--- src/design/ptie_pkg.sv ---
package ptie_pkg;

  localparam int KEY_W       = 64;
  localparam int TIME_W      = 48;
  localparam int LIMIT_W     = 32;
  localparam int FUNC_W      = 2;
  localparam int STATUS_W    = 3;
  localparam int SLOT_W      = 4;
  localparam int MAX_RESULTS = 16;
  localparam int NEXP_W      = 5;
  localparam int ROW_W       = KEY_W + TIME_W;

  localparam logic [LIMIT_W-1:0] IDLE_LIMIT_RESET = '1;

  localparam logic [FUNC_W-1:0] FUNC_CREATE = 2'd0;
  localparam logic [FUNC_W-1:0] FUNC_FIND   = 2'd1;
  localparam logic [FUNC_W-1:0] FUNC_EXPIRE = 2'd2;
  localparam logic [FUNC_W-1:0] FUNC_UNUSED = 2'd3;

  localparam logic [STATUS_W-1:0] ST_OK           = 3'd0;
  localparam logic [STATUS_W-1:0] ST_NO_FREE      = 3'd1;
  localparam logic [STATUS_W-1:0] ST_NOT_FOUND    = 3'd2;
  localparam logic [STATUS_W-1:0] ST_EXPIRED      = 3'd3;
  localparam logic [STATUS_W-1:0] ST_NONE_EXPIRED = 3'd4;

  typedef enum logic [1:0] {
    EV_RESULT,
    EV_EXPIRED,
    EV_DONE
  } ptie_ev_kind_t;

  typedef struct packed {
    ptie_ev_kind_t         kind;
    logic [STATUS_W-1:0]   status;
    logic [SLOT_W-1:0]     slot;
    logic [KEY_W-1:0]      key;
  } ptie_ev_t;

endpackage

--- src/design/ptie_ram.sv ---
module ptie_ram #(
  parameter int WIDTH = 8,
  parameter int DEPTH = 16,
  localparam int AW = (DEPTH > 1) ? $clog2(DEPTH) : 1
) (
  input  logic             clk,
  input  logic             we,
  input  logic [AW-1:0]    waddr,
  input  logic [WIDTH-1:0] wdata,
  input  logic [AW-1:0]    raddr,
  output logic [WIDTH-1:0] rdata
);

  logic [WIDTH-1:0] mem [DEPTH];

  always_ff @(posedge clk) begin
    if (we) begin
      mem[waddr] <= wdata;
    end
    rdata <= mem[raddr];
  end

endmodule

--- src/design/ptie_ctrl.sv ---
module ptie_ctrl #(
  parameter int TABLE_SLOTS = 16,
  localparam int IW = (TABLE_SLOTS > 1) ? $clog2(TABLE_SLOTS) : 1
) (
  input  logic                      clk,
  input  logic                      rst,
  input  logic                      in_valid,
  output logic                      in_ready,
  input  logic [ptie_pkg::FUNC_W-1:0]  func,
  input  logic [ptie_pkg::KEY_W-1:0]   peer_key,
  input  logic [ptie_pkg::TIME_W-1:0]  now_ms,
  input  logic [ptie_pkg::LIMIT_W-1:0] idle_limit,
  output logic                      mem_we,
  output logic [IW-1:0]             mem_waddr,
  output logic [ptie_pkg::ROW_W-1:0]   mem_wdata,
  output logic [IW-1:0]             mem_raddr,
  input  logic [ptie_pkg::ROW_W-1:0]   mem_rdata,
  output logic                      ev_valid,
  input  logic                      ev_ready,
  output ptie_pkg::ptie_ev_t        ev
);

  import ptie_pkg::*;

  typedef enum logic [1:0] {
    S_IDLE,
    S_SCAN,
    S_DONE
  } state_t;

  state_t                 state;
  logic [FUNC_W-1:0]      op;
  logic [KEY_W-1:0]       key_q;
  logic [TIME_W-1:0]      now_q;
  logic [IW-1:0]          idx;
  logic [NEXP_W-1:0]      nexp;
  logic [TABLE_SLOTS-1:0] valid_q;

  logic                   cur_valid;
  logic [KEY_W-1:0]       row_key;
  logic [TIME_W-1:0]      row_time;
  logic [TIME_W:0]        limit_sum;
  logic                   key_hit;
  logic                   idle_hit;
  logic                   at_end;
  logic                   advance;
  logic                   ev_fire;
  logic [IW+SLOT_W-1:0]   idx_ext;
  logic [SLOT_W-1:0]      cur_slot;

  assign cur_valid = valid_q[idx];
  assign row_key   = mem_rdata[ROW_W-1:TIME_W];
  assign row_time  = mem_rdata[TIME_W-1:0];
  assign limit_sum = {1'b0, row_time} + (TIME_W+1)'(idle_limit);
  assign key_hit   = cur_valid && (row_key == key_q);
  assign idle_hit  = cur_valid && (limit_sum < {1'b0, now_q}) &&
                     (nexp < NEXP_W'(MAX_RESULTS));
  assign at_end    = (idx == IW'(TABLE_SLOTS - 1));
  assign idx_ext   = {{SLOT_W{1'b0}}, idx};
  assign cur_slot  = idx_ext[SLOT_W-1:0];
  assign in_ready  = (state == S_IDLE);
  assign ev_fire   = ev_valid && ev_ready;

  always_comb begin
    ev_valid  = 1'b0;
    ev        = '0;
    ev.kind   = EV_RESULT;
    advance   = 1'b0;
    unique case (state)
      S_SCAN: begin
        unique case (op)
          FUNC_CREATE: begin
            if (!cur_valid) begin
              ev_valid  = 1'b1;
              ev.status = ST_OK;
              ev.slot   = cur_slot;
            end else if (at_end) begin
              ev_valid  = 1'b1;
              ev.status = ST_NO_FREE;
            end else begin
              advance = 1'b1;
            end
          end
          FUNC_FIND: begin
            if (key_hit) begin
              ev_valid  = 1'b1;
              ev.status = ST_OK;
              ev.slot   = cur_slot;
            end else if (at_end) begin
              ev_valid  = 1'b1;
              ev.status = ST_NOT_FOUND;
            end else begin
              advance = 1'b1;
            end
          end
          default: begin
            if (idle_hit) begin
              ev_valid  = 1'b1;
              ev.kind   = EV_EXPIRED;
              ev.status = ST_EXPIRED;
              ev.slot   = cur_slot;
              ev.key    = row_key;
              advance   = ev_ready && !at_end;
            end else begin
              advance = !at_end;
            end
          end
        endcase
      end
      S_DONE: begin
        ev_valid = 1'b1;
        ev.kind  = EV_DONE;
      end
      default: begin
        ev_valid = 1'b0;
      end
    endcase
  end

  assign mem_we    = (state == S_SCAN) && (op == FUNC_CREATE) && !cur_valid && ev_fire;
  assign mem_waddr = idx;
  assign mem_wdata = {key_q, now_q};
  assign mem_raddr = (state == S_IDLE) ? '0 : (advance ? idx + IW'(1) : idx);

  always_ff @(posedge clk) begin
    if (rst) begin
      state   <= S_IDLE;
      idx     <= '0;
      nexp    <= '0;
      valid_q <= '0;
    end else begin
      unique case (state)
        S_IDLE: begin
          if (in_valid && func != FUNC_UNUSED) begin
            state <= S_SCAN;
            op    <= func;
            key_q <= peer_key;
            now_q <= now_ms;
            idx   <= '0;
            nexp  <= '0;
          end
        end
        S_SCAN: begin
          if (advance) begin
            idx <= idx + IW'(1);
          end
          if (op == FUNC_CREATE || op == FUNC_FIND) begin
            if (ev_fire) begin
              state <= S_IDLE;
            end
            if (mem_we) begin
              valid_q[idx] <= 1'b1;
            end
          end else begin
            if (ev_fire) begin
              valid_q[idx] <= 1'b0;
              nexp         <= nexp + NEXP_W'(1);
            end
            if (at_end && (ev_fire || !idle_hit)) begin
              state <= S_DONE;
            end
          end
        end
        S_DONE: begin
          if (ev_fire) begin
            state <= S_IDLE;
          end
        end
        default: begin
          state <= S_IDLE;
        end
      endcase
    end
  end

`ifndef SYNTHESIS
  a_ev_hold: assert property (@(posedge clk) disable iff (rst)
    ev_valid && !ev_ready |=> ev_valid && $stable(ev))
    else $error("event changed while stalled");

  a_nexp_cap: assert property (@(posedge clk) disable iff (rst)
    nexp <= NEXP_W'(MAX_RESULTS))
    else $error("expiry count past cap");

  a_create_marks: assert property (@(posedge clk) disable iff (rst)
    mem_we |=> valid_q[$past(idx)])
    else $error("created slot not marked valid");

  a_expire_frees: assert property (@(posedge clk) disable iff (rst)
    ev_fire && ev.kind == EV_EXPIRED |=> !valid_q[$past(idx)])
    else $error("expired slot still valid");
`endif

endmodule

--- src/design/ptie_outq.sv ---
module ptie_outq (
  input  logic                         clk,
  input  logic                         rst,
  input  logic                         ev_valid,
  output logic                         ev_ready,
  input  ptie_pkg::ptie_ev_t           ev,
  output logic                         out_valid,
  input  logic                         out_ready,
  output logic [ptie_pkg::STATUS_W-1:0] status,
  output logic [ptie_pkg::SLOT_W-1:0]   slot,
  output logic [ptie_pkg::KEY_W-1:0]    expired_key,
  output logic                         last
);

  import ptie_pkg::*;

  logic                hold_valid;
  logic [SLOT_W-1:0]   hold_slot;
  logic [KEY_W-1:0]    hold_key;

  logic                fire;
  logic                push;
  logic [STATUS_W-1:0] status_next;
  logic [SLOT_W-1:0]   slot_next;
  logic [KEY_W-1:0]    key_next;
  logic                last_next;

  assign ev_ready = !out_valid || out_ready;
  assign fire     = ev_valid && ev_ready;

  always_comb begin
    push        = 1'b0;
    status_next = ev.status;
    slot_next   = ev.slot;
    key_next    = '0;
    last_next   = 1'b1;
    if (fire) begin
      unique case (ev.kind)
        EV_RESULT: begin
          push = 1'b1;
        end
        EV_EXPIRED: begin
          push        = hold_valid;
          status_next = ST_EXPIRED;
          slot_next   = hold_slot;
          key_next    = hold_key;
          last_next   = 1'b0;
        end
        EV_DONE: begin
          push = 1'b1;
          if (hold_valid) begin
            status_next = ST_EXPIRED;
            slot_next   = hold_slot;
            key_next    = hold_key;
          end else begin
            status_next = ST_NONE_EXPIRED;
            slot_next   = '0;
          end
        end
        default: begin
          push = 1'b0;
        end
      endcase
    end
  end

  always_ff @(posedge clk) begin
    if (rst) begin
      out_valid  <= 1'b0;
      hold_valid <= 1'b0;
    end else begin
      if (push) begin
        out_valid   <= 1'b1;
        status      <= status_next;
        slot        <= slot_next;
        expired_key <= key_next;
        last        <= last_next;
      end else if (out_ready) begin
        out_valid <= 1'b0;
      end
      if (fire && ev.kind == EV_EXPIRED) begin
        hold_valid <= 1'b1;
        hold_slot  <= ev.slot;
        hold_key   <= ev.key;
      end else if (fire && ev.kind == EV_DONE) begin
        hold_valid <= 1'b0;
      end
    end
  end

`ifndef SYNTHESIS
  a_no_hold_on_result: assert property (@(posedge clk) disable iff (rst)
    fire && ev.kind == EV_RESULT |-> !hold_valid)
    else $error("held expiry during single result");

  a_single_is_last: assert property (@(posedge clk) disable iff (rst)
    out_valid && status != ST_EXPIRED |-> last && expired_key == '0)
    else $error("non-expiry result not final");
`endif

endmodule

--- src/design/peer_table_with_idle_expiry.sv ---
// Peer table with idle expiry.
// Input channel (in_valid/in_ready): func, peer_key, now_ms. Create claims
// the lowest free slot, find returns the lowest valid slot holding peer_key,
// expire frees every valid slot idle longer than idle_limit. func 3 is taken
// and dropped without a result, and the input is free again the next cycle.
// Output channel (out_valid/out_ready): status, slot, expired_key, last. Each
// item gives one result, except expire, which gives one per freed slot (at
// most 16, lowest slots first, last on the final one) or one if none expire.
// Keys and times sit in a one-port-read RAM with registered read; the scan
// walks it one slot per cycle while the receiver keeps up, so an item's
// final result is registered once the scan finds its slot or reaches the end
// (expire always scans to the end); the next item is taken once that result
// is in the result register. Expiry results trail the scan by one freed slot.
// idle_limit_we loads idle_limit from idle_limit_wdata; write it only when idle.
// Reset frees every slot and sets idle_limit to all ones; no clearing pass.
// When the receiver stalls, the result register holds and the scan waits at the next slot with a result to hand on.
module peer_table_with_idle_expiry #(
  parameter int TABLE_SLOTS = 16
) (
  input  logic                          clk,
  input  logic                          rst,
  input  logic                          in_valid,
  output logic                          in_ready,
  input  logic [ptie_pkg::FUNC_W-1:0]   func,
  input  logic [ptie_pkg::KEY_W-1:0]    peer_key,
  input  logic [ptie_pkg::TIME_W-1:0]   now_ms,
  output logic                          out_valid,
  input  logic                          out_ready,
  output logic [ptie_pkg::STATUS_W-1:0] status,
  output logic [ptie_pkg::SLOT_W-1:0]   slot,
  output logic [ptie_pkg::KEY_W-1:0]    expired_key,
  output logic                          last,
  input  logic                          idle_limit_we,
  input  logic [ptie_pkg::LIMIT_W-1:0]  idle_limit_wdata
);

  import ptie_pkg::*;

  localparam int IW = (TABLE_SLOTS > 1) ? $clog2(TABLE_SLOTS) : 1;

  logic [LIMIT_W-1:0] idle_limit;
  logic               mem_we;
  logic [IW-1:0]      mem_waddr;
  logic [ROW_W-1:0]   mem_wdata;
  logic [IW-1:0]      mem_raddr;
  logic [ROW_W-1:0]   mem_rdata;
  logic               ev_valid;
  logic               ev_ready;
  ptie_ev_t           ev;

  always_ff @(posedge clk) begin
    if (rst) begin
      idle_limit <= IDLE_LIMIT_RESET;
    end else if (idle_limit_we) begin
      idle_limit <= idle_limit_wdata;
    end
  end

  ptie_ram #(
    .WIDTH (ROW_W),
    .DEPTH (TABLE_SLOTS)
  ) u_ram (
    .clk   (clk),
    .we    (mem_we),
    .waddr (mem_waddr),
    .wdata (mem_wdata),
    .raddr (mem_raddr),
    .rdata (mem_rdata)
  );

  ptie_ctrl #(
    .TABLE_SLOTS (TABLE_SLOTS)
  ) u_ctrl (
    .clk        (clk),
    .rst        (rst),
    .in_valid   (in_valid),
    .in_ready   (in_ready),
    .func       (func),
    .peer_key   (peer_key),
    .now_ms     (now_ms),
    .idle_limit (idle_limit),
    .mem_we     (mem_we),
    .mem_waddr  (mem_waddr),
    .mem_wdata  (mem_wdata),
    .mem_raddr  (mem_raddr),
    .mem_rdata  (mem_rdata),
    .ev_valid   (ev_valid),
    .ev_ready   (ev_ready),
    .ev         (ev)
  );

  ptie_outq u_outq (
    .clk         (clk),
    .rst         (rst),
    .ev_valid    (ev_valid),
    .ev_ready    (ev_ready),
    .ev          (ev),
    .out_valid   (out_valid),
    .out_ready   (out_ready),
    .status      (status),
    .slot        (slot),
    .expired_key (expired_key),
    .last        (last)
  );

`ifndef SYNTHESIS
  a_idle_between_items: assert property (@(posedge clk) disable iff (rst)
    in_valid && in_ready && func != FUNC_UNUSED |=> !in_ready)
    else $error("second item taken during scan");

  a_limit_write: assert property (@(posedge clk) disable iff (rst)
    idle_limit_we |=> idle_limit == $past(idle_limit_wdata))
    else $error("idle_limit write lost");

  a_out_last_status: assert property (@(posedge clk) disable iff (rst)
    out_valid && !last |-> status == ST_EXPIRED)
    else $error("non-final result that is not an expiry");
`endif

endmodule

--- config.mk ---
export PLATFORM = sky130hd
export DESIGN_NAME = peer_table_with_idle_expiry
export DESIGN_NICKNAME = d
export VERILOG_FILES = /design/src/design/ptie_pkg.sv /design/src/design/ptie_ram.sv /design/src/design/ptie_ctrl.sv /design/src/design/ptie_outq.sv /design/src/design/peer_table_with_idle_expiry.sv
export SDC_FILE = /design/constraint.sdc
export NUM_CORES = 2
export LEC_CHECK = 0
export ABC_AREA = 1
export BUFFER_PORTS_ARGS = -buffer_cell sky130_fd_sc_hd__buf_2
export CAP_MARGIN = 25
export CORE_MARGIN = 5
export CORE_UTILIZATION = 30
export CTS_CLUSTER_SIZE = 25
export DETAILED_ROUTE_END_ITERATION = 10
export PLACE_DENSITY = 0.45
export REMOVE_ABC_BUFFERS = 1
export SLEW_MARGIN = 10
export SYNTH_ARGS = -nofsm -noshare
export SYNTH_HDL_FRONTEND = slang
export SYNTH_SLANG_ARGS = --single-unit
--- constraint.sdc ---
create_clock -name clk -period 10.8 [get_ports clk]
set_input_delay 0.54 -clock clk [delete_from_list [all_inputs] [get_ports clk]]
set_output_delay 0.54 -clock clk [all_outputs]
set_load 0.005 [all_outputs]
==> summary.txt <==
Critical path
  – Reg2reg end: u_ram.rdata[29]
  – Critical Path RT: 11.61 ns
  – CP Launch Point: idle_limit[0]
  – Critical Path Sink Type: register
  – Worst path buffer plus inverter count: 3
  – CP arrival: 9.24 ns
  – R2r setup slk: 2.37 ns
  – CP Launch Type: register
  – FF-to-FF Start: idle_limit[0]
  – CP top delay family: simple AND/OR/NAND/NOR gates
  – Worst Path Class, Setup: register to register
  – Critical Path Max Stage Delay: 0.92 ns
  – Worst-path fanout max: 166
  – CP max-delay cell: inv_16
  – Reg2reg path depth: 34
  – Cell repeated most along the worst path: nand2_1

Cells and area
  – Final core utilization: 34.90%
  – Area Growth Syn to Fin: 15.73%
  – Share of cells above drive strength 1: 8.203%
  – Final std cells w/o fill: 14190
  – Most frequent cells in the layout: inv_1, edfxtp_1, nand3_1
  – Most common cell after layout, fill and taps aside: inv_1
  – Nets: 9875
  – Design area: 0.1143 mm2

Synth
  – Library cells used by synthesis: 51
  – Area contributors post-synth: edfxtp_1, nand3_1, inv_1
  – Synthesized flop and latch total: 2219
  – Synth top area share: 62.19%
  – Number of synthesized flops with an enable pin: 2046
  – Area leader, netlist: edfxtp_1
  – FFs w/ async S/R, synth: 0%
  – Mean post-synth cell area: 10.46 um2
  – Register area share after synthesis: 65.69%
  – Most used flip-flop cell after synthesis: edfxtp_1
  – Synth warn: 0
  – Post-Synthesis Cell Area: 0.09880 mm2
  – Synthesized instance count: 9446

CTS
  – # resized after CTS: 0
  – Skew-Pair Late Insertion Delay: 0.89 ns
  – CTS Root Cell: clkbuf_16
  – Post-CTS Setup Repair Bufs: 0
  – # clock sinks: 2219
  – Clock slew at reported path FFs: 0.06 ns
  – H-tree depth: 5
  – Longest Clk Path Bufs: 4
  – CTS tree: yes
  – Cts bufs inserted: 262
  – Hold_buf cts: 146

Route
  – DR iter-0 viols: 5718
  – Total number of vias: 69960
  – Average vias per placed instance: 4.930
  – # DRC: 0
  – Antenna Violating Nets Remaining: 0
  – Routed len/inst: 22.76 um
  – Drt pass-1 iters: 6
  – Post-Route WL: 323000 um

Pwr
  – P per Cell Area: 193.0 mW/mm2
  – Static Leak: 47.19 nW
  – Peak VDD IR: 0.1358 mV

Timing
  – Setup ws final: 2.369 ns
  – Fmax: 118.6 MHz
  – Worst-Margin Slew: 1.144 ns
  – Tcrit/Tclk final: 78.07%
  – Final setup viols: 0
  – Final hold vios: 0
  – Clk_skew: 0.06426 ns
  – Slew Limit Fails: 0
  – Total Neg Setup Slack: 0 ns
  – RSZ-0062 raised after global routing: no
  – Slew HR: 23.72%
  – Post-layout min period: 8.431 ns

Floorplanning
  – Initial Utilization: 30.15%
  – Die width: 583.9 um
  – Die Ht: 583.9 um
  – Die area: 0.3409 mm2
  – Rows: 210
  – IO Pins: 225
  – Core area: 0.3277 mm2

Placement
  – Dpl cell area: 0.1044 mm2
  – RePlAce Congestion: 0.8411
  – Hpwl dp: 172900 um
  – Dpl ws: 2.546 ns
  – I/O Buffers: 224
  – Placed cells: 13570

Global routing
  – Largest net degree at the start of global routing: 197
  – Total gr overflow: 0
  – Antenna violations before repair: 14
  – Vias in the first global route: 68850
  – GR Util All Layers: 18.40%
  – First-pass GRT wire length: 475000 um

Hold path
  – Hold Path Class: input port to register
  – HP Start: idle_limit_we
  – Hold Crit Depth: 4
  – Worst Hold Endpoint: idle_limit[5]

Run status
  – Outcome: completed

Job
  – Max-cap violations: 0
==> flip-flops by register name, summed over array words and instances (netlist names), named ones only <==
name / count
u_ram.mem: 1792
u_ram.rdata: 112
u_ctrl.key_q: 64
u_outq.expired_key: 64
u_outq.hold_key: 64
u_ctrl.now_q: 48
idle_limit: 32
u_ctrl.nexp: 5
u_ctrl.mem_waddr: 4
u_outq.hold_slot: 4
u_outq.slot: 4
u_outq.status: 3
u_ctrl.op: 2
u_ctrl.state: 2
u_outq.hold_valid: 1
u_outq.last: 1
u_outq.out_valid: 1
==> worst max-delay path by stage <==
stage | end | slack (ns) | cells after the start
after floorplan | u_ctrl.key_q[0] | -12.81 | 4
after global placement | u_ram.rdata[13] | 2.44 | 31
after detailed placement | u_ram.rdata[13] | 2.55 | 33
after CTS | u_ram.rdata[13] | 2.52 | 33
after global routing | u_ram.rdata[13] | 1.94 | 33
final | u_ram.rdata[29] | 2.37 | 34
==> cell usage after synthesis (2+ instances only) <==
library cell and count:
or2_2 2, nor4_1 3, inv_2 10, nor3b_1 7, buf_2 348, nand3_2 2, buf_1 46, nand4_1 916
and2_1 2, xnor2_1 19, o21ai_1 7, nand2_4 3, nand2_2 4, xor2_1 84, edfxtp_1 2046, o22ai_1 4
inv_1 2076, o21a_1 9, o21ai_2 5, a21o_1 2, nand3_1 1638, a21oi_1 102, a31oi_1 6, clkbuf_1 184
o211ai_1 3, nand2_1 1294, o21ai_0 37, nor2_1 260, buf_6 10, nand4_4 2, dfxtp_1 173, ha_1 89
a211oi_1 2, nand3_4 2, and3_1 2, nor2_2 3, nand3b_1 2, buf_4 15, nor3_1 15
==> layout make-up <==
type | count | area [um2]
well taps | 4346 | 5438
clock buffers | 349 | 7117
flip-flops and latches | 2219 | 64900
diodes | 6 | 15.01
clock inverters | 119 | 1284
fillers | 32590 | 213300
multi-input cells | 4537 | 23300
repair buffers | 527 | 4294
inverters | 2087 | 7993
==> power breakdown <==
part	leakage (nW)	switching [mW]	internal, mW	total, mW
clock	4.10	3.68	5.13	8.81
sequential	20.2	0.288	9.56	9.84
combinational	22.9	2.50	0.919	3.42
total	47.2	6.47	15.6	22.1
==> stage by stage <==
stage | hold WS (ns) | total power, mW
6_report | 0.2319 | 22.07
5_1_grt | 0.2446 | 22.99
4_1_cts | 0.1649 | 22.29
3_5_place_dp | 0.4550 | 13.39
3_3_place_gp | 0.4453 | 13.36
2_1_floorplan | 0.4293 | 12.00
==> worst min-delay path, stage by stage <==
cell     delay, ns
buf_2         0.10
buf_4         0.24
nand2_1       0.10
nand3_1       0.07
==> kinds of logic after synthesis <==
kind of cell	after synthesis	synth area share, %
compound gates	184	1.032
xor+xnor	103	0.9131
fa+ha+maj	90	1.147
buf+inv	2690	10.80
flops	2219	65.69
simple gates	4160	20.42
==> per-layer routing <==
metal	track usage, %	routed length (um)	up-vias
met1	25.96	147500	34940
met5	0	46	-
met2	28.92	145300	2176
met4	6.922	12560	6
li1	-	-	32310
met3	2.343	17580	519
Power figures use the tool's default switching activity.
